`src/hdl/ultrasonic_echo_ranger_macros.svh`:
```
// assertion macros for the ultrasonic echo ranger
// no dependencies; included by the top level
`ifndef ULTRASONIC_ECHO_RANGER_MACROS_SVH
`define ULTRASONIC_ECHO_RANGER_MACROS_SVH

// same-cycle implication, disabled during reset
`define UER_ASSERT_IMPL(label, clk, rst_n, ante, cons) \
    label: assert property (@(posedge clk) disable iff (!rst_n) (ante) |-> (cons)) \
        else $error("uer assertion failed");

// next-cycle implication, disabled during reset
`define UER_ASSERT_NEXT(label, clk, rst_n, ante, cons) \
    label: assert property (@(posedge clk) disable iff (!rst_n) (ante) |=> (cons)) \
        else $error("uer assertion failed");

`endif

```
`src/hdl/uer_pkg.sv`:
```
// shared types, constants and the distance function of the echo ranger
// no dependencies
`timescale 1ns / 1ps

package uer_pkg;

    // time of day value
    typedef struct packed {
        logic [4:0] hour;
        logic [5:0] minute;
        logic [5:0] second;
    } t_tod;

    // time of day loaded at reset
    localparam logic [4:0] RST_HOUR   = 5'd21;
    localparam logic [5:0] RST_MINUTE = 6'd30;
    localparam logic [5:0] RST_SECOND = 6'd0;

    // wrap limits of the clock
    localparam logic [5:0] SEC_PER_MIN  = 6'd60;
    localparam logic [5:0] MIN_PER_HOUR = 6'd60;
    localparam logic [4:0] HOUR_PER_DAY = 5'd24;

    // register indexes
    localparam logic [2:0] CFG_TRIGGER_LEN   = 3'd0;
    localparam logic [2:0] CFG_ECHO_TIMEOUT  = 3'd1;
    localparam logic [2:0] CFG_LISTEN_WINDOW = 3'd2;
    localparam logic [2:0] CFG_MEASURE_PER   = 3'd3;
    localparam logic [2:0] CFG_SECOND_LEN    = 3'd4;
    localparam logic [2:0] CFG_START_HOUR    = 3'd5;
    localparam logic [2:0] CFG_START_MINUTE  = 3'd6;
    localparam logic [2:0] CFG_START_SECOND  = 3'd7;

    // register reset values
    localparam logic [7:0]  RST_TRIGGER_LEN   = 8'd10;
    localparam logic [15:0] RST_ECHO_TIMEOUT  = 16'd30000;
    localparam logic [15:0] RST_LISTEN_WINDOW = 16'd50000;
    localparam logic [19:0] RST_MEASURE_PER   = 20'd1000000;
    localparam logic [19:0] RST_SECOND_LEN    = 20'd1000000;

    // cm per us round trip as 0.0343 / 2 in q16
    localparam logic [10:0] CM_PER_US_Q16 = 11'd1124;
    localparam logic [26:0] Q16_HALF      = 27'd32768;

    function automatic logic [10:0] f_distance_cm(input logic [15:0] width_us);
        logic [26:0] prod;
        begin
            prod = 27'(width_us) * 27'(CM_PER_US_Q16) + Q16_HALF;
            f_distance_cm = prod[26:16];
        end
    endfunction

endpackage

```
`src/hdl/uer_tod.sv`:
```
// time of day counter: hours, minutes, seconds from a tick count
// depends on uer_pkg
`timescale 1ns / 1ps

module uer_tod (
    input  logic           i_clk,
    input  logic           i_rst_n,
    input  logic           i_tick,
    input  logic [19:0]    i_second_len,
    output uer_pkg::t_tod  o_next
);
    import uer_pkg::*;

    logic [19:0] r_second_count, n_second_count;
    t_tod        r_tod, n_tod;
    logic [19:0] sc_inc;
    logic [5:0]  sec_inc, min_inc;
    logic [4:0]  hour_inc;

    always_comb begin
        sc_inc   = r_second_count + 20'd1;
        sec_inc  = r_tod.second + 6'd1;
        min_inc  = r_tod.minute + 6'd1;
        hour_inc = r_tod.hour + 5'd1;
        n_tod    = r_tod;
        if (sc_inc < i_second_len && sc_inc != 20'd0) begin
            n_second_count = sc_inc;
        end else begin
            n_second_count = '0;
            n_tod.second   = sec_inc;
            if (sec_inc >= SEC_PER_MIN) begin
                n_tod.second = '0;
                n_tod.minute = min_inc;
                if (min_inc >= MIN_PER_HOUR) begin
                    n_tod.minute = '0;
                    n_tod.hour   = (hour_inc >= HOUR_PER_DAY) ? 5'd0 : hour_inc;
                end
            end
        end
    end

    always_ff @(posedge i_clk) begin
        if (!i_rst_n) begin
            r_second_count <= '0;
            r_tod          <= '{hour: RST_HOUR, minute: RST_MINUTE, second: RST_SECOND};
        end else if (i_tick) begin
            r_second_count <= n_second_count;
            r_tod          <= n_tod;
        end
    end

    assign o_next = n_tod;

endmodule

```
`src/hdl/ultrasonic_echo_ranger.sv`:
```
// ultrasonic echo ranger: one input beat per microsecond tick, one result beat per tick
// latency: a result beat is valid in the cycle after its input beat is accepted
// throughput: one beat per cycle; o_ready drops only while a result waits unaccepted
// reset (synchronous, active low): registers to defaults, measuring stopped,
// clock at 21:30:00, output register empty
`timescale 1ns / 1ps

module ultrasonic_echo_ranger #(
    parameter int ECHO_COUNT_BITS = 16
) (
    input  logic        i_clk,
    input  logic        i_rst_n,
    // configuration write channel
    input  logic        i_cfg_valid,
    output logic        o_cfg_ready,
    input  logic [2:0]  i_cfg_index,
    input  logic [19:0] i_cfg_data,
    // input tick channel
    input  logic        i_valid,
    output logic        o_ready,
    input  logic        i_echo_level,
    input  logic [1:0]  i_func,
    // result channel
    output logic        o_valid,
    input  logic        i_ready,
    output logic        o_trigger_level,
    output logic        o_report_valid,
    output logic        o_report_fail,
    output logic [10:0] o_distance_cm,
    output logic [15:0] o_echo_width_us,
    output logic [4:0]  o_clock_hour,
    output logic [5:0]  o_clock_minute,
    output logic [5:0]  o_clock_second,
    output logic        o_is_active
);
    import uer_pkg::*;

    `include "ultrasonic_echo_ranger_macros.svh"

    localparam int CB = ECHO_COUNT_BITS;
    // wide enough for both the echo counter and the 16 bit fields
    localparam int WB = (CB > 16) ? CB : 16;
    localparam logic [CB-1:0] ECHO_MAX = {CB{1'b1}};

    // measurement phase codes
    localparam logic [1:0] PH_IDLE   = 2'd0;
    localparam logic [1:0] PH_TRIG   = 2'd1;
    localparam logic [1:0] PH_LISTEN = 2'd2;

    localparam logic [1:0] FUNC_START = 2'd1;
    localparam logic [1:0] FUNC_STOP  = 2'd2;

    localparam logic [19:0] PERIOD_MAX = 20'hFFFFF;

    // configuration registers
    logic [7:0]  r_trig_len;
    logic [15:0] r_echo_timeout;
    logic [15:0] r_listen_window;
    logic [19:0] r_measure_period;
    logic [19:0] r_second_len;

    // measurement state
    logic          r_active, n_active;
    logic [19:0]   r_period_count, n_period_count;
    logic [1:0]    r_phase, n_phase;
    logic [15:0]   r_phase_count, n_phase_count;
    logic          r_echo_prev;
    logic [CB-1:0] r_echo_count, n_echo_count;
    logic [15:0]   r_echo_width, n_echo_width;
    logic          r_received, n_received;
    logic          r_timed_out, n_timed_out;
    logic          r_armed, n_armed;

    // result register
    logic        r_out_valid;
    logic        r_trig, n_trig;
    logic        r_rep_valid, n_rep_valid;
    logic        r_rep_fail, n_rep_fail;
    logic [10:0] r_dist, n_dist;
    logic [15:0] r_width, n_width;
    t_tod        r_tod;
    t_tod        tod_next;

    logic          in_accept;
    logic [WB-1:0] ec_wide;
    logic [15:0]   phc_inc;

    // input is taken whenever the result register is free or being drained
    assign o_ready     = !r_out_valid || i_ready;
    assign in_accept   = i_valid && o_ready;
    assign o_cfg_ready = 1'b1;

    // configuration writes; start time registers only matter at reset,
    // where they hold their defaults, so a write to them has no effect
    always_ff @(posedge i_clk) begin
        if (!i_rst_n) begin
            r_trig_len       <= RST_TRIGGER_LEN;
            r_echo_timeout   <= RST_ECHO_TIMEOUT;
            r_listen_window  <= RST_LISTEN_WINDOW;
            r_measure_period <= RST_MEASURE_PER;
            r_second_len     <= RST_SECOND_LEN;
        end else if (i_cfg_valid) begin
            case (i_cfg_index)
                CFG_TRIGGER_LEN:   r_trig_len       <= i_cfg_data[7:0];
                CFG_ECHO_TIMEOUT:  r_echo_timeout   <= i_cfg_data[15:0];
                CFG_LISTEN_WINDOW: r_listen_window  <= i_cfg_data[15:0];
                CFG_MEASURE_PER:   r_measure_period <= i_cfg_data;
                CFG_SECOND_LEN:    r_second_len     <= i_cfg_data;
                default: begin
                end
            endcase
        end
    end

    // time of day advances once per accepted tick
    uer_tod u_tod (
        .i_clk        (i_clk),
        .i_rst_n      (i_rst_n),
        .i_tick       (in_accept),
        .i_second_len (r_second_len),
        .o_next       (tod_next)
    );

    // one tick of the measurement sequencer
    always_comb begin
        n_active       = r_active;
        n_period_count = r_period_count;
        n_phase        = r_phase;
        n_phase_count  = r_phase_count;
        n_echo_count   = r_echo_count;
        n_echo_width   = r_echo_width;
        n_received     = r_received;
        n_timed_out    = r_timed_out;
        n_armed        = r_armed;
        n_trig         = 1'b0;
        n_rep_valid    = 1'b0;
        n_rep_fail     = 1'b0;
        n_dist         = '0;
        n_width        = '0;

        // start / stop command
        if (i_func == FUNC_START) begin
            n_active = 1'b1;
        end else if (i_func == FUNC_STOP) begin
            n_active = 1'b0;
        end

        // idle: launch a trigger once the period has elapsed
        if (r_phase == PH_IDLE) begin
            if (n_active && r_period_count >= r_measure_period) begin
                n_phase       = PH_TRIG;
                n_phase_count = '0;
                n_received    = 1'b0;
                n_timed_out   = 1'b0;
            end else if (r_period_count != PERIOD_MAX) begin
                n_period_count = r_period_count + 20'd1;
            end
        end

        // echo edges, watched on every tick
        if (i_echo_level && !r_echo_prev) begin
            n_echo_count = CB'(1);
            n_received   = 1'b0;
            n_armed      = 1'b1;
        end else if (i_echo_level) begin
            if (r_echo_count != ECHO_MAX) begin
                n_echo_count = r_echo_count + CB'(1);
            end
        end else if (r_echo_prev) begin
            n_echo_width = (WB'(r_echo_count) > WB'(16'hFFFF))
                         ? 16'hFFFF : 16'(r_echo_count);
            n_received   = 1'b1;
            n_timed_out  = 1'b0;
            n_armed      = 1'b0;
        end

        // timeout on a long echo
        ec_wide = WB'(n_echo_count);
        if (n_armed && ec_wide >= WB'(r_echo_timeout)) begin
            n_timed_out = 1'b1;
            n_received  = 1'b0;
            n_armed     = 1'b0;
        end

        // trigger pulse and listen window
        phc_inc = n_phase_count + 16'd1;
        case (n_phase)
            PH_IDLE: begin
            end
            PH_TRIG: begin
                n_trig        = 1'b1;
                n_phase_count = phc_inc;
                if (phc_inc >= 16'(r_trig_len)) begin
                    n_phase       = PH_LISTEN;
                    n_phase_count = '0;
                end
            end
            PH_LISTEN: begin
                n_phase_count = phc_inc;
                // window end, also on counter wrap
                if (phc_inc >= r_listen_window || phc_inc == 16'd0) begin
                    if (n_received) begin
                        n_rep_valid = 1'b1;
                        n_width     = n_echo_width;
                        n_dist      = f_distance_cm(n_echo_width);
                    end else if (n_timed_out) begin
                        n_rep_valid = 1'b1;
                        n_rep_fail  = 1'b1;
                    end
                    n_phase        = PH_IDLE;
                    n_phase_count  = '0;
                    n_period_count = '0;
                end
            end
            default: begin
                n_phase       = PH_IDLE;
                n_phase_count = '0;
            end
        endcase
    end

    // state update on accepted ticks
    always_ff @(posedge i_clk) begin
        if (!i_rst_n) begin
            r_active       <= 1'b0;
            r_period_count <= '0;
            r_phase        <= PH_IDLE;
            r_phase_count  <= '0;
            r_echo_prev    <= 1'b0;
            r_echo_count   <= '0;
            r_echo_width   <= '0;
            r_received     <= 1'b0;
            r_timed_out    <= 1'b0;
            r_armed        <= 1'b0;
        end else if (in_accept) begin
            r_active       <= n_active;
            r_period_count <= n_period_count;
            r_phase        <= n_phase;
            r_phase_count  <= n_phase_count;
            r_echo_prev    <= i_echo_level;
            r_echo_count   <= n_echo_count;
            r_echo_width   <= n_echo_width;
            r_received     <= n_received;
            r_timed_out    <= n_timed_out;
            r_armed        <= n_armed;
        end
    end

    // result register: valid bit reset, payload loaded with each accepted tick
    always_ff @(posedge i_clk) begin
        if (!i_rst_n) begin
            r_out_valid <= 1'b0;
        end else if (in_accept) begin
            r_out_valid <= 1'b1;
        end else if (i_ready) begin
            r_out_valid <= 1'b0;
        end
    end

    always_ff @(posedge i_clk) begin
        if (in_accept) begin
            r_trig      <= n_trig;
            r_rep_valid <= n_rep_valid;
            r_rep_fail  <= n_rep_fail;
            r_dist      <= n_dist;
            r_width     <= n_width;
            r_tod       <= tod_next;
        end
    end

    assign o_valid         = r_out_valid;
    assign o_trigger_level = r_trig;
    assign o_report_valid  = r_rep_valid;
    assign o_report_fail   = r_rep_fail;
    assign o_distance_cm   = r_dist;
    assign o_echo_width_us = r_width;
    assign o_clock_hour    = r_tod.hour;
    assign o_clock_minute  = r_tod.minute;
    assign o_clock_second  = r_tod.second;
    // active flag as it stands after this tick's command
    logic r_out_active;
    always_ff @(posedge i_clk) begin
        if (in_accept) begin
            r_out_active <= n_active;
        end
    end
    assign o_is_active = r_out_active;

    // every accepted tick leaves a result behind
    `UER_ASSERT_NEXT(a_accept_fills, i_clk, i_rst_n, in_accept, r_out_valid)
    // a timeout and a received echo never stand together
    `UER_ASSERT_IMPL(a_rx_to_excl, i_clk, i_rst_n, 1'b1, !(r_received && r_timed_out))
    // reports come only in the listen window, never with the trigger high
    `UER_ASSERT_IMPL(a_trig_no_rep, i_clk, i_rst_n, r_out_valid && r_trig, !r_rep_valid)
    // a failure carries no width and no distance
    `UER_ASSERT_IMPL(a_fail_zero, i_clk, i_rst_n, r_out_valid && r_rep_fail,
        r_rep_valid && r_dist == 11'd0 && r_width == 16'd0)

endmodule

```
`config.mk`:
```
export PLATFORM = sky130hd
export DESIGN_NAME = ultrasonic_echo_ranger
export DESIGN_NICKNAME = d
export VERILOG_FILES = /design/src/hdl/uer_pkg.sv /design/src/hdl/uer_tod.sv /design/src/hdl/ultrasonic_echo_ranger.sv
export VERILOG_INCLUDE_DIRS = /design/src /design/src/hdl
export SDC_FILE = /design/constraint.sdc
export NUM_CORES = 1
export LEC_CHECK = 0
export ABC_AREA = 1
export ABC_CLOCK_PERIOD_IN_PS = 12300
export BUFFER_PORTS_ARGS = -buffer_cell sky130_fd_sc_hd__buf_4
export CAP_MARGIN = 10
export CORE_UTILIZATION = 40
export CTS_CLUSTER_DIAMETER = 200
export DETAILED_ROUTE_END_ITERATION = 7
export PLACE_DENSITY = 0.67
export SYNTH_ARGS = -nofsm -noshare
export SYNTH_HDL_FRONTEND = slang
export SYNTH_SLANG_ARGS = --single-unit
```
`constraint.sdc`:
```
create_clock -name i_clk -period 12.3 [get_ports i_clk]
set_clock_uncertainty 0.15 [all_clocks]
set_input_delay 1.23 -clock i_clk [delete_from_list [all_inputs] [get_ports i_clk]]
set_output_delay 1.23 -clock i_clk [all_outputs]
set_load 0.05 [all_outputs]
```
==> flow_summary.yaml, run 1 <==
pwr:
  pwr-share-comb_pct: 24.0
  intPower_mw: 1.54
  power_density_nw_per_um2: 130
  vdd_ir_drop_max_mv: 0.102
  total_power_mw: 2.24
  p_seq_share_pct: 38.3
  power.switching_uw: 703
  leakage_nw: 8.28
  swShare_pct: 31.4
  clkPwrFrac_pct: 37.8
layout:
  final_common_cell: "nand2_1"
  multi_input_area_um2: 8310
  seq_area_um2: 5310
  layout-drive-gt1-share_pct: 9.48
  layout_common_cells: "nand2_1, inv_1, a21oi_1"
  syn2layout_area_growth_pct: 12.8
  stdcell_count: 2632
  num-fill-cells: 3798
  finalNetCount: 2307
  antennaDiodeCount: 0
yosys:
  syn_area_um2: 15300
  synthDominantCellAreaShare_pct: 25.2
  synthTopCellsByArea: "dfxtp_1, ha_1, edfxtp_1"
  synth-seq-cells: 241
  synth_nets: 2259
  ys_async_sr_fraction_pct: 0
  ys.warnings.count: 0
  synthFlopType: "dfxtp_1"
  seq_area_frac_synth_pct: 34.6
  syn_area_per_cell_um2: 7.46
  syn_inst: 2052
  synth_area_leader_cell: "dfxtp_1"
  ys_types: 55
  synth-edff-count: 48
clocking:
  clkSinkCount: 241
  path_clk_slew_ns: 0.06
  cts-resized-gates: 0
  cts_max_path_buffers: 3
  cts_tree: "built"
  ctsHoldBuffers: 0
  insertion_delay_ns: 0.55
  cts_buffers: 28
  htree_num_levels: 1
  cts_root_buffer: "clkbuf_16"
  post-cts-setup-buffers: 0
placed_design:
  dp_hpwl_um: 26900
  port_buffers: 80
  dp_cells: 2581
  place_congestion: 0.890
floorplanning:
  coreArea_um2: 37700
  std_cell_rows: 71
  num_io_pins: 82
  die_area_um2: 39100
  die-width_um: 198
  die_y_um: 198
  initial_core_util_pct: 40.7
setup_path:
  crit_buf_inv: 6
  slowest_stage: "fa_1"
  criticalPathCategory: "input port to register"
  critPathLaunchType: "input port"
  critical_path_required_ns: 12.42
  crit_fanout: 20
  crit_path_frequent_cell: "inv_1"
  worstPathCellList: "buf_4, inv_2, nand2_2, inv_1, or2_2, o21ai_0, inv_1, ha_1, ha_1, inv_1, fa_1, inv_1, fa_1, ha_1, nand2_1, or3_1, o21ai_1, xor2_1, nand2_1, nor3_1, nand4_1, nor3_1, or2_2, a21oi_1"
  cp_data_arrival_time_ns: 6.83
  end_kind: "register"
  cp_top_family: "simple AND/OR/NAND/NOR gates"
  slowest_delay_ns: 0.53
timing:
  hold_viol: 0
  worstMarginPinSlew_ns: 1.22
  period_share_pct: 54.6
  grt_setup_unrepaired: "no"
  min_period_ns: 6.71
  whs_ns: 0.311
  maxSlewViolCount: 0
  fmax_mhz: 149
  finalSetupTns_ns: 0
  finalSetupViolCount: 0
  slew_headroom_pct: 18.1
detailed_routing:
  vias: 13200
  totalWireLength_um: 36900
  avgRoutedWirePerCell_um: 14.0
  via_per_inst: 5.02
  postRouteAntennaNets: 0
  firstDrtPassIters: 5
  drc: 0
  initialDrtViolationCount: 788
grt:
  grt_pass1_vias: 12600
  grt_pass1_wl_um: 60800
  grt_max_degree: 83
  grt.total_usage_pct: 19.1
  overflow: 0
  antenna_found_initial: 0
job:
  cap_violations: 0
hold_path:
  hold_path_class: "register to register"
status:
  outcome: "finished, final reports clean"
power by group through the flow:
stage / Sequential [mW] / Combinational (mW) / Clock (mW)
6_report: 0.858 / 0.537 / 0.846
5_1_grt: 0.861 / 0.614 / 0.898
4_1_cts: 0.858 / 0.539 / 0.871
3_5_place_dp: 0.875 / 0.534 / 0
3_3_place_gp: 0.874 / 0.521 / 0
2_1_floorplan: 0.902 / 0.378 / 0
metrics by stage:
step / cell area, µm² / setup WS [ns] / utilization (%)
4_1_cts: 17300 / 5.63 / 45.8
3_3_place_gp: 16300 / 5.20 / 43.3
5_1_grt: 17300 / 5.07 / 45.8
6_report: 17300 / 5.59 / 45.8
3_5_place_dp: 16300 / 5.06 / 43.3
2_1_floorplan: 15300 / 5.85 / -
kinds of logic (layout without fill, tap and decap cells):
group           after synthesis  after routing  share of synthesized area, %
compound gates              429            429                          15.2
xor+xnor                     52             52                          2.97
simple gates                709            709                          20.6
fa+ha+maj                   176            176                          15.5
other cells                   1              1                        0.0245
flops                       241            241                          34.6
buf+inv                     444            513                          11.1
flip-flops by register name (all words and copies together), names as in the netlist, 2 cells and up:
register / count
o_clock_second: 6
r_trig_len: 8
r_period_count: 20
r_phase_count: 16
r_second_len: 20
r_listen_window: 16
o_distance_cm: 11
o_echo_width_us: 16
u_tod.r_second_count: 20
o_clock_minute: 6
r_phase: 2
r_echo_timeout: 16
o_clock_hour: 5
r_echo_width: 16
r_measure_period: 20
r_echo_count: 16
u_tod.r_tod: 17
per-layer routing:
layer	track usage [%]	up-vias	part of all wire [%]
met2	31.9	305	45
met1	25.3	6039	47
met4	5.71	0	2.5
li1	-	6806	-
met3	2.70	63	5.4
met5	0	-	0
final timing paths:
kind,endpoint,slack (ns),depth (start not counted),from
max,o_distance_cm[8]$_SDFFCE_PN0P_,5.59,24,i_echo_level
max reg2reg,o_distance_cm[8]$_SDFFCE_PN0P_,6.09,22,r_echo_prev$_SDFFE_PN0P_
min,r_listen_window[5]$_SDFFE_PN0P_,0.31,2,r_listen_window[5]$_SDFFE_PN0P_
min reg2reg,r_listen_window[5]$_SDFFE_PN0P_,0.31,2,r_listen_window[5]$_SDFFE_PN0P_
cell usage after synthesis, drive strengths merged, types with 16 or more instances:
library cell and instances:
edfxtp 48, a21oi 206, ha 154, xor2 38, nand2 372, nor2 126, fa 22, clkbuf 56
o21ai 165, nand3 89, or2 21, o211ai 26, nor3 30, dfxtp 193, inv 370, nand4 48
buf 16
area by class of cell:
cell class | count | area share (%)
clock buffer | 34 | 4.48
inverter | 372 | 8.10
clock inverter | 17 | 0.971
timing repair buffer | 90 | 3.91
sequential | 241 | 30.7
multi-input combinational | 1367 | 48.1
tap | 511 | 3.70
worst min-delay path, delay by kind of cell, from the launching register on:
kind / cells / cell delay (ns)
flops: 1 / 0.29
compound gates: 1 / 0.06
buf+inv: 1 / 0.06
Power figures use the tool's default switching activity.
==> run 2: changes to the inputs <==
--- a/config.mk
+++ b/config.mk
@@ -7,7 +7,7 @@
 export NUM_CORES = 1
 export LEC_CHECK = 0
 export ABC_AREA = 1
-export ABC_CLOCK_PERIOD_IN_PS = 12300
+export ABC_CLOCK_PERIOD_IN_PS = 6500
 export BUFFER_PORTS_ARGS = -buffer_cell sky130_fd_sc_hd__buf_4
 export CAP_MARGIN = 10
 export CORE_UTILIZATION = 40
==> constraint.sdc (replaced) <==
create_clock -name i_clk -period 6.5 [get_ports i_clk]
set_clock_uncertainty 0.15 [all_clocks]
set_input_delay 0.65 -clock i_clk [delete_from_list [all_inputs] [get_ports i_clk]]
set_output_delay 0.65 -clock i_clk [all_outputs]
set_load 0.05 [all_outputs]
==> flow_summary.yaml, run 2 (synthesized netlist as in run 1, its figures left out) <==
status:
  outcome: "finished, final reports clean"
hold_path:
  hold_path_class: "input port to register"
  hp-start: "i_cfg_data[19]"
  worstHoldPathCells: 3
  holdPathEnd: "r_measure_period[19]$_SDFFE_PN1P_"
setup_path:
  crit_path_frequent_cell: "inv_1"
  cp_top_family: "adder cells"
  crit_fanout: 16
  slowest_stage: "fa_1"
  reg2reg_depth: 22
  reg2reg_setup_slack_ns: 0.54
  critical_path_required_ns: 6.63
  worstPathCellList: "nand2_2, inv_1, or2_2, o21ai_0, inv_1, ha_1, ha_1, inv_1, fa_1, inv_1, fa_1, ha_1, nand2_1, or3_1, o21ai_1, xor2_1, nand2_1, nor3_1, nand4_1, nor3_1, or2_2, a21oi_1"
  cp_data_arrival_time_ns: 6.08
  criticalPathCategory: "register to register"
  critPathLaunchType: "register"
  crit_buf_inv: 4
  crit_start: "r_echo_prev$_SDFFE_PN0P_"
  r2r-end: "o_distance_cm[8]$_SDFFCE_PN0P_"
  slowest_delay_ns: 0.54
  rr_startpoint: "r_echo_prev$_SDFFE_PN0P_"
  end_kind: "register"
timing:
  finalSetupViolCount: 0
  worstMarginPinSlew_ns: 1.22
  hold_viol: 0
  grt_setup_unrepaired: "no"
  period_share_pct: 91.6
  fmax_mhz: 168
  min_period_ns: 5.96
  postLayoutSetupSlackWorst_ns: 0.544
  finalSetupTns_ns: 0
  slew_headroom_pct: 18.1
  maxSlewViolCount: 0
pwr:
  leakage_nw: 8.32
  power_density_nw_per_um2: 247
  vdd_ir_drop_max_mv: 0.198
clocking:
  cts_tree: "built"
  htree_num_levels: 1
  cts_root_buffer: "clkbuf_16"
  cts-resized-gates: 0
  cts_buffers: 28
  post-cts-setup-buffers: 0
  path_clk_slew_ns: 0.06
  insertion_delay_ns: 0.56
  ctsHoldBuffers: 0
  clkSinkCount: 241
  cts_max_path_buffers: 3
layout:
  antennaDiodeCount: 0
  seq_area_um2: 5310
  num-fill-cells: 3822
  final_common_cell: "nand2_1"
  finalNetCount: 2312
  layout_common_cells: "nand2_1, inv_1, a21oi_1"
  syn2layout_area_growth_pct: 13.2
  multi_input_area_um2: 8310
  layout-drive-gt1-share_pct: 9.64
placed_design:
  place_congestion: 0.893
  dp_slack_ns: 0.140
  port_buffers: 80
  dp_hpwl_um: 27500
job:
  cap_violations: 0
grt:
  grt.total_usage_pct: 19.3
  grt_pass1_vias: 12500
  grt_pass1_wl_um: 61300
  overflow: 0
  antenna_found_initial: 0
  grt_max_degree: 85
detailed_routing:
  avgRoutedWirePerCell_um: 14.2
  drc: 0
  via_per_inst: 5.06
  postRouteAntennaNets: 0
  totalWireLength_um: 37400
  vias: 13300
  firstDrtPassIters: 5
  initialDrtViolationCount: 826
floorplanning:
  initial_core_util_pct: 40.7
  std_cell_rows: 71
  die-width_um: 198
  num_io_pins: 82
  die_area_um2: 39100
  coreArea_um2: 37700
  die_y_um: 198
==> run 2: changes by cell type in the layout (fill, tap and decap cells not counted), sizes merged <==
cell / previous run / this run
buf: 90 / 95
inv: 372 / 371
clkinvlp: 2 / 0
clkbuf: 34 / 41
clkinv: 12 / 9
==> run 2: worst max path at each step <==
stage	depth (start not counted)	slack [ns]	endpoint
2_1_floorplan	25	0.63	o_distance_cm[8]$_SDFFCE_PN0P_
3_3_place_gp	24	0.27	o_distance_cm[8]$_SDFFCE_PN0P_
3_5_place_dp	24	0.14	o_distance_cm[8]$_SDFFCE_PN0P_
4_1_cts	22	0.61	o_distance_cm[8]$_SDFFCE_PN0P_
5_1_grt	22	0.20	o_distance_cm[8]$_SDFFCE_PN0P_
6_report	22	0.54	o_distance_cm[8]$_SDFFCE_PN0P_
==> run 2: layout make-up <==
type                            instances  area share (%)
Tap cell                              511            3.69
Multi-Input combinational cell       1367            47.9
Sequential cell                       241            30.6
Inverter                              372            8.07
Clock inverter                         11           0.844
Clock buffer                           41            4.79
Timing Repair Buffer                   95            4.11
==> run 2: metal layers <==
metal	global-route usage [%]	vias up	share of wire, %
li1	-	6814	-
met1	25.1	6160	47
met2	33.4	314	46
met3	2.77	49	5.4
met4	5.05	0	1.9
met5	0	-	0
==> run 2: report_power, final <==
part / switching (mW) / internal, mW / total (mW)
registers: 0.0348 / 1.59 / 1.62
clock network: 0.632 / 1.00 / 1.64
logic: 0.658 / 0.362 / 1.02
==> run 2: worst register-to-register path: stages, from the launching register on <==
cell and delay [ns]:
dfxtp_1 0.32, nand2_2 0.10, inv_1 0.18, or2_2 0.33, o21ai_0 0.13, inv_1 0.19, ha_1 0.33, ha_1 0.28
inv_1 0.06, fa_1 0.54, inv_1 0.06, fa_1 0.49, ha_1 0.39, nand2_1 0.10, or3_1 0.35, o21ai_1 0.22
xor2_1 0.30, nand2_1 0.10, nor3_1 0.36, nand4_1 0.20, nor3_1 0.28, or2_2 0.17, a21oi_1 0.06
==> run 2: through the flow <==
step / power, mW / instance area, µm² / instances / utilization [%] / hold slack [ns]
floorplan: 2.42 / 15300 / 2052 / - / 0.285
global placement: 2.64 / 16400 / 2586 / 43.4 / 0.296
detailed placement: 2.68 / 16400 / 2586 / 43.4 / 0.304
CTS: 4.33 / 17300 / 2638 / 46.0 / 0.157
global route: 4.54 / 17300 / 2638 / 46.0 / 0.169
finish: 4.28 / 17300 / 2638 / 46.0 / 0.178
